--- src/sv/tcc_pkg.sv ---
`timescale 1ns / 1ps

package tcc_pkg;

	localparam int unsigned LUM_FRAC_BITS_DEF = 16;

	// linearization table construction, worked in Q0.30
	localparam int unsigned HP_BITS      = 30;
	localparam logic [63:0] LIN_LOW_DEN  = 64'd32946;
	localparam logic [63:0] LIN_LOW_HALF = 64'd16473;
	localparam logic [63:0] LIN_DEN      = 64'd269025;
	localparam logic [63:0] LIN_OFFSET   = 64'd14025;
	localparam int unsigned LIN_KNEE     = 10;

	// luminance weights, scaled by LUMA_SCALE
	localparam int unsigned W_RED      = 2126;
	localparam int unsigned W_GREEN    = 7152;
	localparam int unsigned W_BLUE     = 722;
	localparam int unsigned LUMA_SCALE = 10000;
	localparam int unsigned LUMA_BIAS  = 5000;

	// a = 20 * l + 1.0 stands for 20 * (l + 0.05)
	localparam int unsigned A_SCALE      = 20;
	localparam int unsigned CONTRAST_MAX = 21;

	localparam int unsigned       THR_W     = 13;
	localparam int unsigned       THR_FRAC  = 8;
	localparam logic [THR_W-1:0]  THR_RESET = 13'd768;

	localparam logic [31:0] BLACK_ARGB = 32'hFF00_0000;
	localparam logic [31:0] WHITE_ARGB = 32'hFFFF_FFFF;

	localparam int unsigned QUEUE_DEPTH = 8;

	typedef struct packed {
		logic [31:0] background_color;
		logic [31:0] text_color;
	} in_item_t;

	typedef struct packed {
		logic [31:0] text_color_out;
		logic        replaced;
	} out_item_t;

	function automatic logic [63:0] pow5_hp(logic [63:0] z);
		logic [63:0] p;
		p = z;
		for (int i = 0; i < 4; i++) begin
			p = (p * z) >> HP_BITS;
		end
		return p;
	endfunction

	// srgb to linear, evaluated at elaboration only
	function automatic logic [31:0] lin_entry(int unsigned v, int unsigned frac);
		logic [63:0] h;
		logic [63:0] n;
		logic [63:0] xq;
		logic [63:0] x2;
		logic [63:0] lo;
		logic [63:0] hi;
		logic [63:0] mid;
		h  = 64'd0;
		lo = 64'd0;
		hi = 64'd1 << HP_BITS;
		if (v <= LIN_KNEE) begin
			h = (((64'(v) * 64'd10) << HP_BITS) + LIN_LOW_HALF) / LIN_LOW_DEN;
		end else begin
			n  = 64'd1000 * 64'(v) + LIN_OFFSET;
			xq = ((n << HP_BITS) + (LIN_DEN >> 1)) / LIN_DEN;
			x2 = (xq * xq + (64'd1 << (HP_BITS - 1))) >> HP_BITS;
			for (int i = 0; i < 32; i++) begin
				if (lo < hi) begin
					mid = (lo + hi + 64'd1) >> 1;
					if (pow5_hp(mid) <= x2) begin
						lo = mid;
					end else begin
						hi = mid - 64'd1;
					end
				end
			end
			h = (x2 * lo + (64'd1 << (HP_BITS - 1))) >> HP_BITS;
		end
		return 32'((h + (64'd1 << (HP_BITS - frac - 1))) >> (HP_BITS - frac));
	endfunction

endpackage

--- src/sv/tcc_out_queue.sv ---
`timescale 1ns / 1ps

module tcc_out_queue #(
	parameter int unsigned DEPTH = tcc_pkg::QUEUE_DEPTH
) (
	input  logic               clk,
	input  logic               arst_n,
	input  logic               in_acc,
	output logic               in_stall,
	input  logic               wr_en,
	input  tcc_pkg::out_item_t wr_data,
	output logic               out_valid,
	input  logic               out_stall,
	output tcc_pkg::out_item_t out_data
);

	localparam int unsigned CW  = $clog2(DEPTH + 1);
	localparam int unsigned PTW = $clog2(DEPTH);

	tcc_pkg::out_item_t mem_q [DEPTH];
	logic [CW-1:0]      cnt_q;
	logic [CW-1:0]      occ_q;
	logic [PTW-1:0]     wr_ptr_q;
	logic [PTW-1:0]     rd_ptr_q;
	logic               out_acc;

	assign out_acc   = out_valid && !out_stall;
	assign out_valid = occ_q != '0;
	assign out_data  = mem_q[rd_ptr_q];
	// credits cover every item in the pipe, so the queue never overflows
	assign in_stall  = cnt_q == CW'(DEPTH);

	always_ff @(posedge clk or negedge arst_n) begin
		if (!arst_n) begin
			cnt_q    <= '0;
			occ_q    <= '0;
			wr_ptr_q <= '0;
			rd_ptr_q <= '0;
		end else begin
			if (in_acc && !out_acc) begin
				cnt_q <= cnt_q + CW'(1);
			end else if (!in_acc && out_acc) begin
				cnt_q <= cnt_q - CW'(1);
			end
			if (wr_en && !out_acc) begin
				occ_q <= occ_q + CW'(1);
			end else if (!wr_en && out_acc) begin
				occ_q <= occ_q - CW'(1);
			end
			if (wr_en) begin
				wr_ptr_q <= (wr_ptr_q == PTW'(DEPTH - 1)) ? '0 : wr_ptr_q + PTW'(1);
			end
			if (out_acc) begin
				rd_ptr_q <= (rd_ptr_q == PTW'(DEPTH - 1)) ? '0 : rd_ptr_q + PTW'(1);
			end
		end
	end

	always_ff @(posedge clk) begin
		if (wr_en) begin
			mem_q[wr_ptr_q] <= wr_data;
		end
	end

	a_credit_bound: assert property (@(posedge clk) disable iff (!arst_n)
		cnt_q <= CW'(DEPTH))
		else $error("credit count above queue depth");

	a_occ_within_credit: assert property (@(posedge clk) disable iff (!arst_n)
		occ_q <= cnt_q)
		else $error("queue holds more items than were accepted");

	a_no_overflow: assert property (@(posedge clk) disable iff (!arst_n)
		wr_en |-> (occ_q != CW'(DEPTH)))
		else $error("write into a full result queue");

	a_credit_step: assert property (@(posedge clk) disable iff (!arst_n)
		(in_acc && !out_acc) |=> cnt_q == CW'($past(cnt_q) + CW'(1)))
		else $error("credit count did not follow an accepted item");

endmodule
--- config.mk ---
export PLATFORM = sky130hd
export DESIGN_NAME = tcc_out_queue
export DESIGN_NICKNAME = d
export VERILOG_FILES = /design/src/sv/tcc_pkg.sv /design/src/sv/tcc_out_queue.sv
export SDC_FILE = /design/constraint.sdc
export NUM_CORES = 1
export LEC_CHECK = 0
export BUFFER_PORTS_ARGS = -buffer_cell sky130_fd_sc_hd__buf_4
export CORE_MARGIN = 1
export CORE_UTILIZATION = 31
export DETAILED_ROUTE_END_ITERATION = 6
export HOLD_SLACK_MARGIN = 0.03
export SLEW_MARGIN = 40
export SYNTH_ARGS = -nofsm -noshare
export SYNTH_HDL_FRONTEND = slang
export SYNTH_SLANG_ARGS = --single-unit
export TNS_END_PERCENT = 20
--- constraint.sdc ---
create_clock -name clk -period 3.7 [get_ports clk]
set_clock_uncertainty 0.1 [all_clocks]
set_input_delay 0.74 -clock clk [delete_from_list [all_inputs] [get_ports clk]]
set_output_delay 0.74 -clock clk [all_outputs]
set_load 0.03 [all_outputs]
======== After elaboration in Yosys (flattened, before gate mapping) ========
Memory sizes are Yosys's and may differ from the RTL's.
Cells that the tools add are included.
word-level totals
  memory bits (writable) .................. 264
  input port bits ......................... 38
  output and inout bits ................... 35
  register bits ........................... 14
  memories ................................ 1
cells by class
  equal/unequal tests ..................... 3
  add/subtract/negate cells ............... 6
  muxes and demuxes ....................... 8
  reduce and logical (&&, ||, !) cells .... 12
memory list
  memory  depth  bits a word  read ports  clocked after Yosys merged registers in  write ports  RTL line             text
  mem_q   8      33           1           0                                        1            tcc_out_queue.sv:20  tcc_pkg::out_item_t mem_q [DEPTH];
operator list
  kind                                               count
  2-to-1 mux 4 bit                                   4
  adder 4 x 1 -> 4 bit (second input constant)       2
  subtractor 4 x 1 -> 4 bit (second input constant)  2
  adder 3 x 1 -> 3 bit (second input constant)       2
  equality test 3 bit (second input constant)        2
  2-to-1 mux 3 bit                                   2
  logical AND 1 bit                                  5
  equality test 4 bit (second input constant)        1
  zero test 1 bit                                    4
  nonzero test 2 bit                                 2
  nonzero test 4 bit                                 1
  2-to-1 mux 1 bit                                   2

======== Logic depth before layout (Yosys ltp) ========
  word-level depth ........................ 5
  depth in mapped cells ................... 9
  mapped depth without buffers ............ 9

======== Worst setup path before layout ========
Ideal clock, no wire load.
  kind .................................... input to register
  start point ............................. in wr_en
  end point ............................... mem mem_q[2][0] (netlist name) (enable)
  arrival ................................. 3.103 ns
  required time ........................... 3.136 ns
  setup slack ............................. 0.033 ns
  stages on the path ...................... 2
  library setup time ...................... 0.464 ns
  cells stage by stage .................... nand2_1 -> nor3_1
between the ends
  longest elaborated chain between the ends .. 2
ends and longest elaborated chain
  element                                 RTL line             text
  start: declaration                      tcc_out_queue.sv:10  input logic wr_en,
  2-to-1 mux 1 bit                        tcc_out_queue.sv:60  if (wr_en) begin
  2-to-1 mux 1 bit (implied by the code)  tcc_out_queue.sv:61  mem_q[wr_ptr_q] <= wr_data;
  end: declaration                        tcc_out_queue.sv:20
No other way between the ends.

==> metrics.md <==
| Metric | Value |
|---|---|
| First-pass GRT wire length | 32300 um |
| Initial Util | between 30% and 40% |
| Routability-driven placement congestion ratio | between 0.7 and 0.8 |
| Fmax achieved | around 0.28 GHz |
| Area share of the largest cell type after synthesis | roughly 73% |
| Worst-Skew Late Latency | around 0.52 ns |
| Max_cap viols | 0 |
| Seq/Total Area, Yosys | approximately three quarters |
| Clock root cell | clkbuf_16 |
| Slowest-stage cell, CP | dfrtp_4 |
| Total CTS buffers | 28 |
| Avg WL per Cell | 20.2 um |
| Relative slew slack | 54.6% |
| DPL Wire Length | between 10000 and 15000 um |
| Via density | 4.69 |
| Crit end category | output pin |
| H-tree depth | 1 |
| Syn nets | approximately 530 |
| Syn-to-layout area delta | 19.4% |
| Num ports | 73 |
| # DRC | 0 |
| Critical path class | flop to output pin |
| Die H | roughly 190 um |
| Die Footprint | roughly 36000 um^2 |
| Fin nets | 619 |
| Grt total ovfl | 0 |
| Register bit total from synthesis | between 200 and 300 |
| Via count | between 4000 and 5000 |
| First-pass iteration count of the detailed router | 4 |
| Sink Count | ~280 |
| Largest net degree at the start of global routing | 37 |
| Post-CTS Setup Inserts | 0 |
| Fill cells | 3077 |
| Most common cell after layout, fill and taps aside | edfxtp_1 |
| Clock Path Buffers | 3 |
| CP Launch Type | flop |
| Core area | between 30000 and 40000 um^2 |
| Top cells by area, synth | edfxtp_1 73%, mux4_2 14%, dfrtp_1 3.2%, mux2_2 2.9%, mux2_4 1.7% |
| Status | complete, no violations |
| Final Hold Violating Endpoints | 0 |
| Final WL | ~21000 um |
| Post-synth cell types | 29 |
| Worst-margin pin slew | about 0.68 ns |
| Cell area after synthesis | approximately 11000 um^2 |
| GRT Resource Usage Total | between 10% and 20% |
| Routed Antenna Nets | 0 |
| Number of DRC markers in iteration 0 | 270 |
| Share of cells above drive strength 1 | 40.4% |
| CTS tree | done |
| Mapped Cells | between 400 and 500 |
| Critical-path cell list | buf_12 > mux4_2 > mux2_2 > buf_4 |
| Worst setup margin | ~0.19 ns |
| Required time worst endpoint | roughly 2.9 ns |
| # rows | 68 |
| Final setup vio count | 0 |
| Port-buffer cells | a little over 70 |
| Crit path DAT | 2.67 ns |
| Commonest non-fill, non-tap cells in the layout | 264 x edfxtp_1, 78 x buf_4, 66 x mux4_2 |
| Slew Viols, Final | 0 |
| Pre-CTS setup slack | 0.679 ns |
| PD cells | between 800 and 900 nW/um^2 |
| Initial antenna violation count | 3 |
| Peak VDD IR | 410 uV |
| YS warnings | 0 |
| Setup TNS | 0 ns |
| Vias in the first global route | about 5400 |
| Critical path peak fanout | 27 |
| RSZ-0062 raised after global routing | no |
| LEAKAGE | around 4.3 nW |
| Post-route minimum period | 3.51 ns |
| Final Cycle Share | between 90% and 100% |
| Max incr delay on CP | about 0.80 ns |
| Clock-pin transition on the worst setup and hold timing paths | ~0.060 ns |
| Worst Hold Class | input port to flop |
| Area occupied by multi-input gates | ~2500 um^2 |
| Area leader, netlist | edfxtp_1 |
| Die Wd | 190 um |
| Post-cts resize count | 0 |
| Register area | approximately 8300 um^2 |
| Mean post-synth cell area | roughly 23 um^2 |
## per-stage QoR
stage / cell area (um^2) / std cells / hold slack (ns) / power, mW / utilization, %
6_report: 13000 / 1043 / 0.348 / 10.9 / 37.6
5_1_grt: 13000 / 1042 / 0.330 / 11.4 / 37.6
4_1_cts: 13000 / 1042 / 0.321 / 11.1 / 37.6
3_5_place_dp: 12100 / 993 / 0.424 / 8.26 / 35.0
3_3_place_gp: 12100 / 992 / 0.396 / 8.12 / 34.9
2_1_floorplan: 10900 / 475 / 0.344 / 7.02 / -
## worst paths after layout
kind / from / to / slack (ns) / cells past startpoint
setup reg to reg: occ_q[3] / cnt_q[3] / 0.68 / 9
setup / recovery: rd_ptr_q[0] / out_data[28] / 0.19 / 4
max in group asynchronous: arst_n / rd_ptr_q[2] / 2.80 / 2
hold reg to reg: occ_q[2] / occ_q[2] / 0.44 / 2
hold / removal: wr_data[24] / mem_q[1][24] / 0.35 / 1
min in group asynchronous: arst_n / occ_q[2] / 0.50 / 2
## critical path: cells and delay by family (launching register included)
kind     cells  cell delay [ns]
buf+inv      2             0.49
mux          2             0.85
flops        1             0.80
## area by class of cell
cell class,count,area share [%]
Timing Repair Buffer,85,5.49
Clock inverter,11,1.18
Inverter,4,0.115
Clock buffer,37,5.80
Tap cell,455,4.37
Antenna cell,1,0.0192
Multi-Input combinational cell,172,19.4
Sequential cell,278,63.6
## cells by family (layout without fill, tap and decap cells)
| group | after synthesis | in the layout | share of synthesized area (%) |
|---|---|---|---|
| XOR/XNOR | 4 | 4 | 0.321 |
| multiplexers | 108 | 108 | 18.3 |
| AO/OA/AOI/OAI | 13 | 13 | 0.803 |
| buffers and inverters | 25 | 137 | 1.48 |
| AND/OR/NAND/NOR | 35 | 35 | 1.66 |
| flip-flops | 278 | 278 | 75.9 |
| adder cells (fa/ha/maj) | 12 | 12 | 1.51 |
| other | 0 | 1 | 0 |
## cells in the mapped netlist (all sizes together)
cell    instances
mux2i           2
ha             10
nand3b          3
or4             3
or3             2
buf            15
inv             4
mux2           40
a21oi           4
o21ai           3
fa              2
a2111o          2
dfrtp          14
xnor2           4
nor2            8
nor3            4
nand3           4
clkbuf          6
mux4           66
nor2b           1
nand2           7
nor4b           1
o211ai          4
edfxtp        264
nand2b          2
## repair_timing
action	CTS	global route
hold buffers	1	0
hold endpoints to repair	14	0
endpoints found under the setup margin	0	0
## flip-flops by register name (all words and copies together), names as in the netlist
signal	count
cnt_q	4
mem_q	264
occ_q	4
rd_ptr_q	3
wr_ptr_q	3
## power by group
group          internal [mW]  switching, mW  leakage (nW)
Sequential              3.98          0.441          2.56
Combinational           1.80           1.87          1.26
Clock                   1.70           1.08         0.442
## per-layer routing
layer / track usage, % / wire length, um / vias up
li1: - / - / 2183
met5: 0 / 31 / -
met2: 21.0 / 10800 / 103
met1: 14.4 / 8450 / 2568
met3: 3.43 / 1350 / 34
met4: 2.70 / 340 / 4
Note: power is estimated with default switching activity, not from simulation.
