`config.mk`:
```
export PLATFORM = sky130hd
export DESIGN_NAME = tcc_compare
export DESIGN_NICKNAME = d
export VERILOG_FILES = /design/src/sv/tcc_pkg.sv /design/src/sv/tcc_compare.sv
export SDC_FILE = /design/constraint.sdc
export NUM_CORES = 2
export LEC_CHECK = 0
export ABC_AREA = 1
export BUFFER_PORTS_ARGS = -buffer_cell sky130_fd_sc_hd__clkbuf_2
export CAP_MARGIN = 25
export CORE_MARGIN = 2
export CORE_UTILIZATION = 30
export DETAILED_ROUTE_END_ITERATION = 12
export GPL_ROUTABILITY_DRIVEN = 1
export GPL_TIMING_DRIVEN = 0
export SLEW_MARGIN = 20
export SYNTH_ARGS = -nofsm -noshare
export SYNTH_HDL_FRONTEND = slang
export SYNTH_SLANG_ARGS = --single-unit
```
`constraint.sdc`:
```
create_clock -name clk -period 2.55 [get_ports clk]
set_input_delay 0.1275 -clock clk [delete_from_list [all_inputs] [get_ports clk]]
set_output_delay 0.1275 -clock clk [all_outputs]
set_load 0.02 [all_outputs]
```
`src/sv/tcc_pkg.sv`:
```
`timescale 1ns / 1ps

package tcc_pkg;

	localparam int unsigned LUM_FRAC_BITS_DEF = 16;

	// linearization table construction, worked in Q0.30
	localparam int unsigned HP_BITS      = 30;
	localparam logic [63:0] LIN_LOW_DEN  = 64'd32946;
	localparam logic [63:0] LIN_LOW_HALF = 64'd16473;
	localparam logic [63:0] LIN_DEN      = 64'd269025;
	localparam logic [63:0] LIN_OFFSET   = 64'd14025;
	localparam int unsigned LIN_KNEE     = 10;

	// luminance weights, scaled by LUMA_SCALE
	localparam int unsigned W_RED      = 2126;
	localparam int unsigned W_GREEN    = 7152;
	localparam int unsigned W_BLUE     = 722;
	localparam int unsigned LUMA_SCALE = 10000;
	localparam int unsigned LUMA_BIAS  = 5000;

	// a = 20 * l + 1.0 stands for 20 * (l + 0.05)
	localparam int unsigned A_SCALE      = 20;
	localparam int unsigned CONTRAST_MAX = 21;

	localparam int unsigned       THR_W     = 13;
	localparam int unsigned       THR_FRAC  = 8;
	localparam logic [THR_W-1:0]  THR_RESET = 13'd768;

	localparam logic [31:0] BLACK_ARGB = 32'hFF00_0000;
	localparam logic [31:0] WHITE_ARGB = 32'hFFFF_FFFF;

	localparam int unsigned QUEUE_DEPTH = 8;

	typedef struct packed {
		logic [31:0] background_color;
		logic [31:0] text_color;
	} in_item_t;

	typedef struct packed {
		logic [31:0] text_color_out;
		logic        replaced;
	} out_item_t;

	function automatic logic [63:0] pow5_hp(logic [63:0] z);
		logic [63:0] p;
		p = z;
		for (int i = 0; i < 4; i++) begin
			p = (p * z) >> HP_BITS;
		end
		return p;
	endfunction

	// srgb to linear, evaluated at elaboration only
	function automatic logic [31:0] lin_entry(int unsigned v, int unsigned frac);
		logic [63:0] h;
		logic [63:0] n;
		logic [63:0] xq;
		logic [63:0] x2;
		logic [63:0] lo;
		logic [63:0] hi;
		logic [63:0] mid;
		h  = 64'd0;
		lo = 64'd0;
		hi = 64'd1 << HP_BITS;
		if (v <= LIN_KNEE) begin
			h = (((64'(v) * 64'd10) << HP_BITS) + LIN_LOW_HALF) / LIN_LOW_DEN;
		end else begin
			n  = 64'd1000 * 64'(v) + LIN_OFFSET;
			xq = ((n << HP_BITS) + (LIN_DEN >> 1)) / LIN_DEN;
			x2 = (xq * xq + (64'd1 << (HP_BITS - 1))) >> HP_BITS;
			for (int i = 0; i < 32; i++) begin
				if (lo < hi) begin
					mid = (lo + hi + 64'd1) >> 1;
					if (pow5_hp(mid) <= x2) begin
						lo = mid;
					end else begin
						hi = mid - 64'd1;
					end
				end
			end
			h = (x2 * lo + (64'd1 << (HP_BITS - 1))) >> HP_BITS;
		end
		return 32'((h + (64'd1 << (HP_BITS - frac - 1))) >> (HP_BITS - frac));
	endfunction

endpackage

```
`src/sv/tcc_compare.sv`:
```
`timescale 1ns / 1ps

module tcc_compare #(
	parameter int unsigned LUM_FRAC_BITS = tcc_pkg::LUM_FRAC_BITS_DEF
) (
	input  logic                          clk,
	input  logic                          arst_n,
	input  logic                          valid_s5,
	input  logic [LUM_FRAC_BITS+4:0]      a_bg,
	input  logic [LUM_FRAC_BITS+4:0]      a_tx,
	input  logic [31:0]                   text_color,
	input  logic [tcc_pkg::THR_W-1:0]     thr,
	output logic                          res_valid,
	output tcc_pkg::out_item_t            res
);

	localparam int unsigned F   = LUM_FRAC_BITS;
	localparam int unsigned AW  = F + 5;
	localparam int unsigned PW  = AW + tcc_pkg::THR_W;
	localparam int unsigned SQW = 2 * AW;
	localparam logic [SQW-1:0] BLACK_LIM = SQW'(tcc_pkg::CONTRAST_MAX) << (2 * F);

	logic           valid_s6;
	logic [PW-1:0]  p_bg_s6;
	logic [PW-1:0]  p_tx_s6;
	logic [SQW-1:0] sq_s6;
	logic           bg_gt_s6;
	logic [AW-1:0]  abg_s6;
	logic [AW-1:0]  atx_s6;
	logic [31:0]    tx_s6;
	logic           replace;
	logic           black;

	always_ff @(posedge clk or negedge arst_n) begin
		if (!arst_n) begin
			valid_s6 <= 1'b0;
		end else begin
			valid_s6 <= valid_s5;
		end
	end

	always_ff @(posedge clk) begin
		p_bg_s6  <= PW'(a_bg) * PW'(thr);
		p_tx_s6  <= PW'(a_tx) * PW'(thr);
		sq_s6    <= SQW'(a_bg) * SQW'(a_bg);
		bg_gt_s6 <= a_bg > a_tx;
		abg_s6   <= a_bg;
		atx_s6   <= a_tx;
		tx_s6    <= text_color;
	end

	// lighter side scaled by 256 against threshold times darker side
	always_comb begin
		if (bg_gt_s6) begin
			replace = (PW'(abg_s6) << tcc_pkg::THR_FRAC) < p_tx_s6;
		end else begin
			replace = (PW'(atx_s6) << tcc_pkg::THR_FRAC) < p_bg_s6;
		end
		black = sq_s6 > BLACK_LIM;
	end

	assign res_valid          = valid_s6;
	assign res.replaced       = replace;
	assign res.text_color_out = replace
		? (black ? tcc_pkg::BLACK_ARGB : tcc_pkg::WHITE_ARGB)
		: tx_s6;

endmodule

```
# Word-level counts from Yosys, hierarchy flattened

Index checks and enable logic that the tools add are counted.

Multipliers: 3
Magnitude comparators: 4
Mux-type cells: 3

Operators with widths:

| cell                                                                               | count |
|---|---|
| 29-bit by 34-bit less-than comparator with 1-bit output                            | 2 |
| 21-bit by 13-bit multiplier with 34-bit output                                     | 2 |
| 42-bit by 37-bit greater-than comparator with 1-bit output (second input constant) | 1 |
| 21-bit by 21-bit multiplier with 42-bit output                                     | 1 |
| 32-bit 2-to-1 mux                                                                  | 1 |
| 24-bit 2-to-1 mux                                                                  | 1 |
| 21-bit greater-than comparator                                                     | 1 |
| 1-bit 2-to-1 mux                                                                   | 1 |

Bits in registers: 186
Input bits: 90
Output and inout port bits: 34

# Longest topological paths before layout

Word-level depth: 3
Depth in mapped cells: 30
Depth with buffers taken out: 28

# Least setup slack after synthesis

No wires, ideal clock.

Path kind: input to register
Start: input port a_bg[4]
End: register sq_s6[41]
Arrival time: 5555 ps
Path slack: -3117 ps
Cell stages on the path: 27
Cell sequence: clkbuf_1 > clkbuf_1 > nand2_1 > fa_1 > inv_1 > fa_1 > inv_1 > fa_1 > inv_1 > fa_1 > inv_1 > fa_1 > inv_1 > fa_1 > inv_1 > fa_1 > inv_1 > ha_1 > nand2_1 > nor2_1 > nand2_1 > nor2_1 > nand2_1 > nand3_1 > nand2_1 > nand3b_1 > nand2_1

Cells in the longest elaborated chain, start to end: 1

Ends and longest elaborated chain:

| what                                           | line              | RTL |
|---|---|---|
| from (decl)                                    | tcc_compare.sv:9  | `input logic [LUM_FRAC_BITS+4:0] a_bg,` |
| 21-bit by 21-bit multiplier with 42-bit output | tcc_compare.sv:45 | `sq_s6 <= SQW'(a_bg) * SQW'(a_bg);` |
| to (signal assigned)                           | tcc_compare.sv:45 |  |
| to (decl)                                      | tcc_compare.sv:26 | `logic [SQW-1:0] sq_s6;` |

Every way passes these cells.

# Final worst setup path

Start: input port a_bg[9]
End: register sq_s6[40]

The elaborated chain is that of the path after synthesis.

==> flow_summary.toml <==
[finish]
layout.filler_cells = 12000
final_layout_size_suffix_gt1_frac = 0.2735
syn2layout_area_growth_pct = 37.93
multi_input_area_um2 = 32310
final-seq-area_um2 = 3690
finish.net_count = 6474
layout.core_utilization = 0.4165

[detailed_routing]
first_pass_iters = 5
drt_iter0_drc = 2306
drcViolationCount = 0
post_route_wl_mm = 128.0
vias = 32190
detail_route.wl_per_cell_um = 18.46
antenna_left = 0
detail_route.vias_per_cell = 4.643

[logic_synthesis]
netlist_instances = 4792
netlist_area_um2 = 37330
synth.lib_cells_used.distinct = 45
synth_seq_cells = 184
share_of_the_yosys_chip_area_belonging_to_registers = 0.09881
synth.yosys.warnings = 0
mappedNetlistNets = 5985
postSynthAreaPerCell_um2 = 7.790

[global_route]
grt_pass1_wl_mm = 194.6
grt_antenna_before_repair = 3
pin_count_of_the_biggest_net_entering_global_routing = 21
first_global_vias = 34000
grt_util_all_layers = 0.2032
grt-ovfl-total = 0

[clock_tree]
clock_sinks = 184
clk_pin_slew_ns = 0.10
tritoncts = "built"
ctsLongestPathBuffers = 2
cts-root-buf = "clkbuf_16"
cts-buffers-inserted = 17
ctsHtreeMaxLevel = 4

[die]
pin_count = 124
area_of_the_core_um2 = 123600
core.rowCount = 129
die-area_um2 = 127300
die_y_um = 356.8
die_width_um = 356.8
start_util = 0.3019

[sta]
period_needed_ns = 5.202
worst_pin_slew_ns = 0.5472
setup-tns-final_ns = -176.61
final.hold.worst_slack_ns = 0.01056
slew_violations = 0
layout_worst_path_cycle_share = 2.040
setup_viol = 127
finalHoldViolCount = 0
worst_slack_ns = -2.652
relSlewSlack = 0.6352
fmax_mhz = 192.3
rsz_0062_raised_after_global_routing = "yes"

[critical_path]
worst_setup_path_startpoint = "a_bg[9]"
worst_setup_path_start_kind = "input pin"
worstPathRequired_ns = 3.06
critical_path.max_fanout = 5
arrival_ns = 5.71
setup.worst_path.class = "in2reg"
setup.worst_path.end_class = "flip-flop"

[min_path]
hold-path-cell-count = 4
hp-class = "in2reg"
holdCritStartpoint = "a_tx[0]"
hold_path_end = "p_tx_s6[1]"

[placed_design]
hpwl_mm = 99.55
place_congestion = 0.9290
port-buffer-count = 110

[outcome]
violated_checks = "negative setup slack"
outcome = "finished with violations"

[job]
maxCapViolCount = 0
critical path, cell delays in order:
cell and delay (ns):
clkbuf_16 0.14, clkbuf_16 0.16, clkbuf_16 0.17, nand2_4 0.06, inv_2 0.05, fa_1 0.50, inv_2 0.05, fa_1 0.54
fa_1 0.53, inv_2 0.04, fa_2 0.57, fa_1 0.45, fa_1 0.50, inv_1 0.05, fa_1 0.49, inv_2 0.05
ha_4 0.31, nand2_4 0.09, nor2_4 0.17, nand2_2 0.08, nor2_1 0.10, nand2_1 0.09, nand3_4 0.15, nand2_4 0.07
nand2_2 0.05, nand2_1 0.05, nand2_1 0.06
stage by stage:
stage / instance area, µm² / instances / setup slack [ns]
after global placement: 43360 / 6539 / -3.536
after floorplan: 40760 / 4792 / -2.650
after detailed placement: 43360 / 6539 / -3.563
after CTS: 49460 / 6840 / -2.619
final: 51490 / 6934 / -2.652
after global routing: 51480 / 6932 / -2.810
routing by layer:
layer  track usage  wire length, µm
met2        0.3361            60400
met1        0.2577            52290
met4       0.07529             4802
met5             0                0
met3       0.04747            10500
state kept, by name (all words and copies together), names as in the netlist:
signal     flops
abg_s6        21
res_valid      1
p_bg_s6       34
p_tx_s6       34
tx_s6         32
sq_s6         40
bg_gt_s6       1
atx_s6        21
Yosys cell counts, drive strengths merged:
cell type / instances / area (µm²)
nand2: 1323 / 5045
inv: 1321 / 4959
fa: 728 / 14570
ha: 375 / 4692
nor2: 199 / 759.5
dfxtp: 183 / 3664
clkbuf: 169 / 634.4
a21oi: 129 / 653.1
nand3: 123 / 620.6
xor2: 52 / 455.4
o21ai: 50 / 250.2
nand4: 26 / 162.7
nor3: 23 / 141.4
xnor2: 18 / 157.7
o21bai: 14 / 105.1
a21o: 10 / 75.07
buf: 8 / 76.32
nand3b: 7 / 52.55
nor4: 7 / 43.79
o21a: 6 / 45.04
or2: 5 / 31.28
and2: 4 / 25.03
a31oi: 3 / 18.77
nor3b: 2 / 15.01
o211ai: 2 / 15.01
a21boi: 1 / 7.510
and3: 1 / 6.260
dfrtp: 1 / 25.02
mux2: 1 / 11.26
o2111ai: 1 / 8.760
worst max-delay path by stage:
stage               cells past startpoint  slack, ns        end
floorplan                              25      -2.65  sq_s6[39]
global placement                       22      -3.54  sq_s6[36]
detailed placement                     22      -3.56  sq_s6[39]
CTS                                    26      -2.62  sq_s6[35]
global route                           26      -2.81  sq_s6[40]
finish                                 27      -2.65  sq_s6[40]
layout make-up:
class	instances	area share
Tap cell	1637	0.03978
Multi-Input combinational cell	3110	0.6275
Sequential cell	184	0.07166
Timing Repair Buffer	479	0.08838
Buffer	168	0.06401
Antenna cell	3	0.0001458
Inverter	1321	0.09650
Clock buffer	17	0.008262
Clock inverter	15	0.003815
cells in the final DEF (no fill, tap or decap), types with 8 or more instances in the layout:
master         count
nor2_2            46
inv_2            129
a21oi_4           38
clkbuf_8          41
clkbuf_2          67
buf_6             42
clkbuf_16        126
inv_1           1188
clkbuf_4           8
nand3_2           28
o21ai_2           12
ha_4              85
nand2_4          114
a21oi_2           30
a21oi_1           61
nor2_1            98
dfxtp_1          182
xor2_2             8
o21ai_4            8
nand4_1           26
buf_12            36
buf_8             27
nand3_4            8
xnor2_1           17
fa_2              51
fa_1             677
o21ai_1            9
nor3_1            12
nand2_1         1016
buf_4            234
nand2_8            9
a21o_1             9
nor2_4            55
o21ai_0           21
dlygate4sd3_1     78
nand2_2          184
nand3_1           87
xor2_1            43
ha_1             288
cell families (layout without fill, tap and decap cells):
family	count (synthesis)	after routing	share of synthesized area
muxes	1	1	0.0003016
other	0	3	0
and+or+nand+nor	1720	1720	0.1849
xor gates and xnor gates	70	70	0.01642
DFF	184	184	0.09881
buffers and inverters	1498	2000	0.1519
adders and majority gates	1103	1103	0.5161
AOI/OAI and AO/OA	216	216	0.03157
timing repair:
action,4_1_cts,5_1_grt
hold buffers,78,0
gates cloned,5,2
endpoints found under the setup margin,130,128
hold endpoints to repair,78,0
gates resized for setup,639,431
pin swaps,323,325
buffers inserted,186,99
Power is left out: the tool's default activity adds up to more than one toggle a clock period on the data nets, which glitch-free logic cannot reach.
